**src/hdl/rbt_pkg.sv**
```systemverilog
// Types and constants shared by the retransmit backoff timer modules.
package rbt_pkg;

    // Field and register widths.
    localparam int RT_W       = 21;
    localparam int IRT_W      = 17;
    localparam int MRT_W      = 20;
    localparam int MRT_K_W    = 30;
    localparam int CFG_DATA_W = 20;
    localparam int CFG_IDX_W  = 1;

    // Divide-by-1000 helpers: the dividend is first shifted down by three,
    // then divided by 125 through a reciprocal multiply and one correction.
    localparam int               DIV_Q_W   = 22;
    localparam int               DIV_SHIFT = 28;
    localparam logic [21:0]      DIV_RECIP = 22'd2147483;
    localparam logic [28:0]      DIV_BASE  = 29'd125;

    // Input item modes.
    localparam logic [1:0] MODE_START = 2'd0;
    localparam logic [1:0] MODE_TICK  = 2'd1;
    localparam logic [1:0] MODE_STOP  = 2'd2;

    // Result send kinds.
    localparam logic [1:0] SEND_NONE  = 2'd0;
    localparam logic [1:0] SEND_FIRST = 2'd1;
    localparam logic [1:0] SEND_RETX  = 2'd2;

    // Reported phase codes.
    localparam logic [1:0] PHASE_IDLE  = 2'd0;
    localparam logic [1:0] PHASE_DELAY = 2'd1;
    localparam logic [1:0] PHASE_WAIT  = 2'd2;

    // Configuration register indexes.
    localparam logic [CFG_IDX_W-1:0] CFG_INIT_RT = 1'd0;
    localparam logic [CFG_IDX_W-1:0] CFG_MAX_RT  = 1'd1;

    // Configuration reset values.
    localparam logic [IRT_W-1:0]   INIT_RT_RST  = 17'd1000;
    localparam logic [MRT_W-1:0]   MAX_RT_RST   = 20'd120000;
    localparam logic [MRT_K_W-1:0] MAX_RT_K_RST = 30'd120000000;

    typedef struct packed {
        logic [1:0]        mode;
        logic signed [7:0] jitter;
        logic [9:0]        start_delay;
    } t_in_item;

    typedef struct packed {
        logic [1:0]      send_kind;
        logic [RT_W-1:0] rt_now;
        logic [1:0]      phase;
    } t_out_item;

    // Configuration as seen by the datapath; max_rt_k is max_rt times 1000.
    typedef struct packed {
        logic [IRT_W-1:0]   init_rt;
        logic [MRT_W-1:0]   max_rt;
        logic [MRT_K_W-1:0] max_rt_k;
    } t_cfg;

    // Request into the RT calculation unit.
    typedef struct packed {
        logic              start;
        logic              first;
        logic signed [7:0] jitter;
        logic [RT_W-1:0]   cur_rt;
    } t_calc_req;

    // Response from the RT calculation unit.
    typedef struct packed {
        logic            done;
        logic [RT_W-1:0] rt;
    } t_calc_rsp;

endpackage

```
**src/hdl/rbt_cfg.sv**
```systemverilog
// Configuration registers of the retransmit backoff timer.
module rbt_cfg (
    input  logic                           i_clk,
    input  logic                           i_rst_n,
    input  logic                           i_cfg_we,
    input  logic [rbt_pkg::CFG_IDX_W-1:0]  i_cfg_idx,
    input  logic [rbt_pkg::CFG_DATA_W-1:0] i_cfg_wdata,
    output rbt_pkg::t_cfg                  o_cfg
);
    import rbt_pkg::*;

    logic [IRT_W-1:0]   r_init_rt;
    logic [MRT_W-1:0]   r_max_rt;
    logic [MRT_K_W-1:0] r_max_rt_k;
    logic [MRT_K_W-1:0] max_rt_k_wr;

    // Ceiling times 1000 as shifts: 1024 - 16 - 8.
    assign max_rt_k_wr = {i_cfg_wdata, 10'b0}
                       - {6'b0, i_cfg_wdata, 4'b0}
                       - {7'b0, i_cfg_wdata, 3'b0};

    // Register writes.
    always_ff @(posedge i_clk) begin
        if (!i_rst_n) begin
            r_init_rt  <= INIT_RT_RST;
            r_max_rt   <= MAX_RT_RST;
            r_max_rt_k <= MAX_RT_K_RST;
        end else if (i_cfg_we) begin
            unique case (i_cfg_idx)
                CFG_INIT_RT: begin
                    r_init_rt <= i_cfg_wdata[IRT_W-1:0];
                end
                CFG_MAX_RT: begin
                    r_max_rt   <= i_cfg_wdata[MRT_W-1:0];
                    r_max_rt_k <= max_rt_k_wr;
                end
                default: begin
                end
            endcase
        end
    end

    assign o_cfg.init_rt  = r_init_rt;
    assign o_cfg.max_rt   = r_max_rt;
    assign o_cfg.max_rt_k = r_max_rt_k;

endmodule

```
**src/hdl/rbt_rt_calc.sv**
```systemverilog
// Four-stage unit that computes the next retransmission time with jitter.
module rbt_rt_calc (
    input  logic               i_clk,
    input  logic               i_rst_n,
    input  rbt_pkg::t_cfg      i_cfg,
    input  rbt_pkg::t_calc_req i_req,
    input  logic               i_take,
    output rbt_pkg::t_calc_rsp o_rsp
);
    import rbt_pkg::*;

    logic [11:0]          f_first;
    logic [11:0]          f_retx;
    logic [RT_W-1:0]      mul_a;
    logic [11:0]          mul_b;
    logic [32:0]          p_main;
    logic [30:0]          p_clamp;
    logic                 over;
    logic [30:0]          dividend;
    logic [49:0]          p_recip;
    logic [28:0]          est125;
    logic [28:0]          rem;
    logic [DIV_Q_W-1:0]   quot;

    logic                 r1_vld;
    logic                 r1_first;
    logic [32:0]          r1_main;
    logic [30:0]          r1_clamp;
    logic                 r2_vld;
    logic [27:0]          r2_e;
    logic                 r3_vld;
    logic [27:0]          r3_e;
    logic [DIV_Q_W-1:0]   r3_est;
    logic                 r4_vld;
    logic [RT_W-1:0]      r4_rt;

    // Stage 1: jittered factors (always positive) and the two products.
    assign f_first = 12'd1000 + {{4{i_req.jitter[7]}}, i_req.jitter};
    assign f_retx  = 12'd2000 + {{4{i_req.jitter[7]}}, i_req.jitter};
    assign mul_a   = i_req.first ? {4'b0, i_cfg.init_rt} : i_req.cur_rt;
    assign mul_b   = i_req.first ? f_first : f_retx;
    assign p_main  = 33'(mul_a) * 33'(mul_b);
    assign p_clamp = 31'(i_cfg.max_rt) * 31'(f_first[10:0]);

    // Stage 2: apply the ceiling; the chosen dividend always fits 31 bits.
    assign over     = !r1_first && (r1_main > 33'(i_cfg.max_rt_k));
    assign dividend = over ? r1_clamp : r1_main[30:0];

    // Stage 3: quotient estimate by 125, low by at most one.
    assign p_recip = 50'(r2_e) * 50'(DIV_RECIP);

    // Stage 4: one correction step against the remainder.
    assign est125 = {r3_est, 7'b0} - {5'b0, r3_est, 2'b0} + {7'b0, r3_est};
    assign rem    = {1'b0, r3_e} - est125;
    assign quot   = (rem >= DIV_BASE) ? (r3_est + 22'd1) : r3_est;

    // Stage valid bits; the last stage holds until the result is taken.
    always_ff @(posedge i_clk) begin
        if (!i_rst_n) begin
            r1_vld <= 1'b0;
            r2_vld <= 1'b0;
            r3_vld <= 1'b0;
            r4_vld <= 1'b0;
        end else begin
            r1_vld <= i_req.start;
            r2_vld <= r1_vld;
            r3_vld <= r2_vld;
            if (r3_vld) begin
                r4_vld <= 1'b1;
            end else if (i_take) begin
                r4_vld <= 1'b0;
            end
        end
    end

    // Stage data.
    always_ff @(posedge i_clk) begin
        if (i_req.start) begin
            r1_first <= i_req.first;
            r1_main  <= p_main;
            r1_clamp <= p_clamp;
        end
        if (r1_vld) begin
            r2_e <= dividend[30:3];
        end
        if (r2_vld) begin
            r3_e   <= r2_e;
            r3_est <= p_recip[DIV_SHIFT +: DIV_Q_W];
        end
        if (r3_vld) begin
            r4_rt <= quot[RT_W-1:0];
        end
    end

    assign o_rsp.done = r4_vld;
    assign o_rsp.rt   = r4_rt;

endmodule

```
**src/hdl/retransmit_backoff_timer_unit.sv**
```systemverilog
// Top level of the retransmit backoff timer: input stage, timer state, result register.
//
// Usage: items arrive on the input channel (i_in_valid / o_in_ready /
// i_in_item) and each one produces exactly one result on the output
// channel (o_out_valid / i_out_ready / o_out_item). Start loads the start
// delay, a tick counts one millisecond, stop returns the timer to idle.
// The user must write the two registers through i_cfg_we / i_cfg_idx /
// i_cfg_wdata only while no item is in flight; the block does not enforce it.
// Flow: a result is registered in the result register once its item in the
// input stage finishes. A tick that expires the timer first goes through
// the four-stage RT unit (jitter multiply, ceiling compare, reciprocal
// multiply by 1/125, remainder correction) before its result is registered.
// Throughput: one item per cycle while the result register is free; an
// expiring tick holds the input stage until the RT unit returns its result.
// Reset: timer idle, count and RT zero, registers at their defaults
// (initial RT 1000 ms, ceiling 120000 ms), both channels empty.
// Stall: the result register holds while i_out_ready is low; the input
// stage keeps one more item, then o_in_ready drops.
module retransmit_backoff_timer_unit (
    input  logic                           i_clk,
    input  logic                           i_rst_n,
    input  logic                           i_in_valid,
    output logic                           o_in_ready,
    input  rbt_pkg::t_in_item              i_in_item,
    output logic                           o_out_valid,
    input  logic                           i_out_ready,
    output rbt_pkg::t_out_item             o_out_item,
    input  logic                           i_cfg_we,
    input  logic [rbt_pkg::CFG_IDX_W-1:0]  i_cfg_idx,
    input  logic [rbt_pkg::CFG_DATA_W-1:0] i_cfg_wdata
);
    import rbt_pkg::*;

    typedef enum logic [2:0] {
        PH_IDLE  = 3'b001,
        PH_DELAY = 3'b010,
        PH_WAIT  = 3'b100
    } t_phase;

    t_cfg            cfg;
    t_calc_req       calc_req;
    t_calc_rsp       calc_rsp;

    logic            r_in_vld;
    t_in_item        r_in;
    logic            r_out_vld;
    t_out_item       r_out;
    t_phase          r_phase;
    t_phase          n_phase;
    logic [RT_W-1:0] r_remaining;
    logic [RT_W-1:0] n_remaining;
    logic [RT_W-1:0] r_cur_rt;
    logic [RT_W-1:0] n_cur_rt;
    logic            r_busy;
    logic [1:0]      n_send;
    logic [1:0]      n_phase_code;

    logic            running;
    logic            expire;
    logic            out_free;
    logic            fin;

    rbt_cfg u_cfg (
        .i_clk       (i_clk),
        .i_rst_n     (i_rst_n),
        .i_cfg_we    (i_cfg_we),
        .i_cfg_idx   (i_cfg_idx),
        .i_cfg_wdata (i_cfg_wdata),
        .o_cfg       (cfg)
    );

    rbt_rt_calc u_calc (
        .i_clk   (i_clk),
        .i_rst_n (i_rst_n),
        .i_cfg   (cfg),
        .i_req   (calc_req),
        .i_take  (fin && expire),
        .o_rsp   (calc_rsp)
    );

    // A tick expires the timer when one millisecond or less is left.
    assign running  = (r_phase != PH_IDLE);
    assign expire   = (r_in.mode == MODE_TICK) && running && (r_remaining[RT_W-1:1] == '0);
    assign out_free = !r_out_vld || i_out_ready;
    assign fin      = r_in_vld && out_free && (!expire || calc_rsp.done);

    assign o_in_ready = !r_in_vld || fin;

    // Launch the RT unit once per expiring tick.
    assign calc_req.start  = r_in_vld && expire && !r_busy;
    assign calc_req.first  = (r_phase == PH_DELAY);
    assign calc_req.jitter = r_in.jitter;
    assign calc_req.cur_rt = r_cur_rt;

    // Next timer state for the item in the input stage.
    always_comb begin
        n_phase     = r_phase;
        n_remaining = r_remaining;
        n_cur_rt    = r_cur_rt;
        n_send      = SEND_NONE;
        case (r_in.mode)
            MODE_START: begin
                n_phase     = PH_DELAY;
                n_remaining = RT_W'(r_in.start_delay);
                n_cur_rt    = '0;
            end
            MODE_TICK: begin
                if (running) begin
                    if (!expire) begin
                        n_remaining = r_remaining - 1'b1;
                    end else begin
                        n_cur_rt    = calc_rsp.rt;
                        n_remaining = calc_rsp.rt;
                        n_phase     = PH_WAIT;
                        n_send      = (r_phase == PH_DELAY) ? SEND_FIRST : SEND_RETX;
                    end
                end
            end
            MODE_STOP: begin
                n_phase     = PH_IDLE;
                n_remaining = '0;
            end
            default: begin
            end
        endcase
    end

    // Reported phase code.
    always_comb begin
        unique case (n_phase)
            PH_IDLE:  n_phase_code = PHASE_IDLE;
            PH_DELAY: n_phase_code = PHASE_DELAY;
            PH_WAIT:  n_phase_code = PHASE_WAIT;
            default:  n_phase_code = PHASE_IDLE;
        endcase
    end

    // Control state.
    always_ff @(posedge i_clk) begin
        if (!i_rst_n) begin
            r_in_vld    <= 1'b0;
            r_out_vld   <= 1'b0;
            r_busy      <= 1'b0;
            r_phase     <= PH_IDLE;
            r_remaining <= '0;
            r_cur_rt    <= '0;
        end else begin
            if (i_in_valid && o_in_ready) begin
                r_in_vld <= 1'b1;
            end else if (fin) begin
                r_in_vld <= 1'b0;
            end
            if (fin) begin
                r_out_vld <= 1'b1;
            end else if (i_out_ready) begin
                r_out_vld <= 1'b0;
            end
            if (calc_req.start) begin
                r_busy <= 1'b1;
            end else if (fin) begin
                r_busy <= 1'b0;
            end
            if (fin) begin
                r_phase     <= n_phase;
                r_remaining <= n_remaining;
                r_cur_rt    <= n_cur_rt;
            end
        end
    end

    // Input and result payload registers.
    always_ff @(posedge i_clk) begin
        if (i_in_valid && o_in_ready) begin
            r_in <= i_in_item;
        end
        if (fin) begin
            r_out.send_kind <= n_send;
            r_out.rt_now    <= n_cur_rt;
            r_out.phase     <= n_phase_code;
        end
    end

    assign o_out_valid = r_out_vld;
    assign o_out_item  = r_out;

endmodule

```
**config.mk**
```make
export PLATFORM = sky130hd
export DESIGN_NAME = retransmit_backoff_timer_unit
export DESIGN_NICKNAME = d
export VERILOG_FILES = /design/src/hdl/rbt_pkg.sv /design/src/hdl/rbt_cfg.sv /design/src/hdl/rbt_rt_calc.sv /design/src/hdl/retransmit_backoff_timer_unit.sv
export SDC_FILE = /design/constraint.sdc
export NUM_CORES = 2
export LEC_CHECK = 0
export BUFFER_PORTS_ARGS = -buffer_cell sky130_fd_sc_hd__buf_4
export CORE_ASPECT_RATIO = 2
export CORE_UTILIZATION = 25
export DETAILED_ROUTE_END_ITERATION = 10
export PLACE_DENSITY_LB_ADDON = 0.15
export SYNTH_ARGS = -nofsm -noshare
export SYNTH_HDL_FRONTEND = slang
export SYNTH_SLANG_ARGS = --single-unit
export TNS_END_PERCENT = 5
```
**constraint.sdc**
```tcl
create_clock -name i_clk -period 9.3 [get_ports i_clk]
set_input_delay 0.465 -clock i_clk [delete_from_list [all_inputs] [get_ports i_clk]]
set_output_delay 0.465 -clock i_clk [all_outputs]
set_load 0.01 [all_outputs]
```
==> run_results.csv <==
group,metric,value,unit
run_status,outcome,"finished clean",
power_and_ir_drop,vdd_drop_max,0.2887,mV
sta,tightest_slew,1.245,ns
layout,fillCellCount,17547,
sta,grt_setup_unrepaired,"false",
run,drv_cap,0,
detailed_routing,ant_nets,0,
clock_network,h-tree-depth,2,
floorplanning,dieArea,168800,µm²
sta,clock_skew,0.03280,ns
setup_path,crit_slowest_cell,"a221oi_1",
yosys,ys_warn_count,0,
setup_path,cp_common_cell,"fa_1",
sta,fmax,0.1310,GHz
floorplanning,core_area,165500,µm²
clock_network,clock-sinks,321,
floorplanning,dieHeight,580.1,µm
detailed_routing,drt_pass1_iterations,7,
clock_network,cts-root-buf,"clkbuf_16",
grt,grt_antenna_before_repair,1,
sta,setup_viol,0,
floorplanning,rows,211,
detailed_routing,drt-initial-drc-count,1317,
layout,nets,5607,
grt,grt_pass1_wl,220000,µm
clock_network,cts_resized,0,
placed_design,place_ws,1.642,ns
yosys,synth_edf_count,206,
setup_path,critPathMaxFanout,9,
yosys,syn_area,41770,µm²
layout,drive_above_1_share,6.012,%
yosys,ys_types,86,
setup_path,cp.required,9.69,ns
clock_network,cts_setup_buffers,0,
clock_network,clkTransAtPathRegs,0.07,ns
detailed_routing,drc,0,
yosys,synth_area_leaders,"fa_1 (27%), ha_1 (16%), edfxtp_1 (15%)",
setup_path,crit_chain,"ha_1 -> nor3_1 -> xnor2_2 -> buf_4 -> nand2b_1 -> fa_1 -> fa_1 -> fa_1 -> inv_1 -> fa_1 -> inv_1 -> fa_1 -> inv_1 -> ha_1 -> a21o_1 -> a21oi_1 -> nor2b_1 -> a311oi_1 -> a21boi_0 -> a221oi_1 -> a21o_1 -> a21oi_1 -> o311ai_0",
yosys,synth_seq_cells,321,
yosys,synth_fp_nets,5575,
floorplanning,initial_core_util,25.24,%
clock_network,numCtsBuffers,40,
setup_path,worstPathArrival,8.02,ns
placed_design,place.gp.congestion,0.8725,
setup_path,start_kind,"flop",
detailed_routing,wl_per_cell,22.56,µm
yosys,synth.largest_area_cell,"fa_1",
floorplanning,io_pins,73,
yosys,netlist.area_leader.share,26.84,%
sta,period_share,82.06,%
detailed_routing,vias,30788,
grt,grt_pass1_vias,33910,
clock_network,clock_latency,0.63,ns
min_path,whs_endpoint,"r_in[6]",
yosys,synth_ff_type,"edfxtp_1",
setup_path,regToRegEndpoint,"u_calc.r1_clamp[29]",
yosys,avgSynthCellArea,9.398,µm²
detailed_routing,avgViaCountPerCell,4.637,
grt,grt_usage,17.83,%
grt,grt_max_degree,67,
sta,report.final.slew_viol_count,0,
setup_path,max_stage_delay,0.78,ns
grt,overflow,0,
yosys,async_flop_share,0,%
setup_path,cp-end-kind,"flop",
sta,post-route-min-period,7.631,ns
min_path,holdCritStartpoint,"i_in_item[6]",
power_and_ir_drop,p_leak,21.85,nW
sta,fin_ws,1.669,ns
sta,fin_setup_tns,0,ns
clock_network,cts_tree,"done",
floorplanning,die_w,291.0,µm
placed_design,hpwl,125800,µm
yosys,synthCells,4445,
clock_network,cts_buffer_depth,3,
setup_path,rrSetupSlack,1.67,ns
min_path,worst_hold_path.num_cells,1,
setup_path,rr_startpoint,"calc_req[24]",
setup_path,reg2reg_depth,23,
min_path,hp-class,"input port to flop",
placed_design,portBuffers,72,
detailed_routing,drt_wl_total,149800,µm
yosys,yosysSeqAreaShare,20.32,%
setup_path,critical_path_class,"flop to flop",
sta,slew_headroom,16.85,%
sta,hold_viol,0,
power_and_ir_drop,power_density,151.2,nW/µm²
layout,syn_to_final_growth,11.11,%
[report_power, final]
group / internal (mW) / switching [mW] / total (mW)
registers: 1.69 / 0.0590 / 1.75
logic: 1.35 / 2.20 / 3.55
clock network: 0.975 / 0.744 / 1.72
total: 4.02 / 3.00 / 7.02
[sequential cells by signal, summed over array words and instances (netlist names)]
register          count
calc_req              8
u_calc.r2_e          28
u_cfg.r_init_rt      17
u_calc.r1_main       33
r_in                 12
r_phase               3
r_in_vld              1
r_remaining          21
u_cfg.r_max_rt       19
u_calc.r3_vld         1
u_calc.r1_clamp      28
u_calc.r3_e          28
u_calc.r1_first       1
u_cfg.r_max_rt_k     27
u_calc.r1_vld         1
u_calc.r4_vld         1
r_busy                1
o_out_valid           1
r_cur_rt             21
u_calc.r3_est        22
u_calc.r4_rt         21
u_calc.r2_vld         1
o_out_item           25
[stage by stage]
stage / util, % / total power, mW / instance area (µm²) / cells / hold slack (ns)
4_1_cts: 28.04 / 7.177 / 46410 / 6638 / 0.002987
5_1_grt: 28.04 / 7.488 / 46410 / 6639 / 0.03034
6_report: 28.04 / 7.019 / 46410 / 6640 / 0.04054
3_3_place_gp: 27.11 / 5.391 / 44880 / 6550 / 0.4625
2_1_floorplan: - / 4.049 / 41770 / 4445 / 0.4410
3_5_place_dp: 27.11 / 5.389 / 44880 / 6550 / 0.4648
[cell families after synthesis]
kind of cell | after synthesis | synth area share, %
AO/OA/AOI/OAI | 641 | 10.52
XOR/XNOR | 122 | 2.558
adder cells (fa/ha/maj) | 1084 | 42.53
buffers and inverters | 1098 | 9.956
flip-flops | 321 | 20.32
multiplexers | 40 | 1.048
AND/OR/NAND/NOR | 1139 | 13.07
[Yosys cell counts (10+ instances only)]
library cell  number
a21o_1            62
o21bai_1          14
and3_1            37
and2_1           134
a211oi_1          19
xor2_1            35
a21oi_1          155
nand2_1          532
clkbuf_1         133
nor3_1            37
mux2_2            29
a21boi_0          56
inv_1            931
nand2b_1          50
or2_2             10
a31oi_1           16
o211a_1           15
fa_1             560
nand3_1           52
o21a_1            29
nand4_1           37
a22o_1            23
nor2b_1           63
ha_1             524
buf_2             21
o21ai_0           91
dfxtp_1          115
nor2_1           127
edfxtp_1         206
mux2i_1           10
xnor2_1           87
nor4_1            10
o211ai_1          44
or3_1             12
o221ai_1          12
a2111oi_0         21
[worst max path at each step]
stage                      start             endpoint  slack, ns  depth (start not counted)
floorplan           calc_req[25]  u_calc.r1_clamp[29]       2.75                         25
global placement    calc_req[24]   u_calc.r1_main[32]       1.72                         22
detailed placement  calc_req[24]  u_calc.r1_clamp[29]       1.64                         23
CTS                 calc_req[24]  u_calc.r1_clamp[29]       1.60                         23
global route        calc_req[24]  u_calc.r1_clamp[29]       1.22                         23
finish              calc_req[24]  u_calc.r1_clamp[29]       1.67                         23
[cell type report]
class                           instances  area (µm²)  share of cell area (%)
Antenna cell                            2       5.005                 0.01078
Clock buffer                           50        1069                   2.302
Clock inverter                         23       314.1                  0.6766
Inverter                              933        3502                   7.545
Multi-Input combinational cell       3026       29170                   62.84
Sequential cell                       321        8491                   18.29
Tap cell                             2130        2665                   5.742
Timing Repair Buffer                  155        1201                   2.588
[critical path: cells and delay by family (launching register included)]
kind            cells  cell delay [ns]
compound gates      8             2.42
flops               1             0.58
fa+ha+maj           7             3.05
xor+xnor            1             0.28
buf+inv             4             0.46
simple gates        3             0.58
[layer usage]
| metal | routed length [µm] | GRT usage, % | vias to the layer above |
|---|---|---|---|
| met2 | 91370 | 38.67 | 538 |
| met5 | 0 | 0 | - |
| met4 | 8546 | 9.046 | 0 |
| li1 | - | - | 14418 |
| met1 | 47300 | 15.73 | 15581 |
| met3 | 2601 | 1.094 | 251 |
[cell usage in the layout (no fill, tap or decap), types with 9 or more instances in the layout]
cell type,count
o31ai_1,9
nand2_1,530
a21oi_1,155
clkbuf_16,40
and2_1,135
o211a_1,15
o211ai_1,44
nand4_1,37
a211oi_1,19
o21ai_0,91
o221ai_1,12
or2_2,10
o21bai_1,14
nor4_1,10
dfxtp_1,113
nor2_1,127
a21boi_0,56
mux2_2,29
buf_4,140
a31oi_1,16
xnor2_1,84
a22o_1,23
ha_1,524
or3_1,12
inv_1,931
nor2b_1,63
a2111oi_0,21
dlygate4sd3_1,15
o21a_1,29
fa_1,560
nand2b_1,50
edfxtp_1,206
nor3_1,37
mux2i_1,10
a21o_1,62
xor2_1,35
and3_1,37
nand3_1,52
[what timing repair did]
item / CTS / global route
endpoints found under the setup margin: 0 / 0
hold buffers: 15 / 0
endpoints found under the hold margin: 15 / 0
Power figures use the tool's default switching activity.
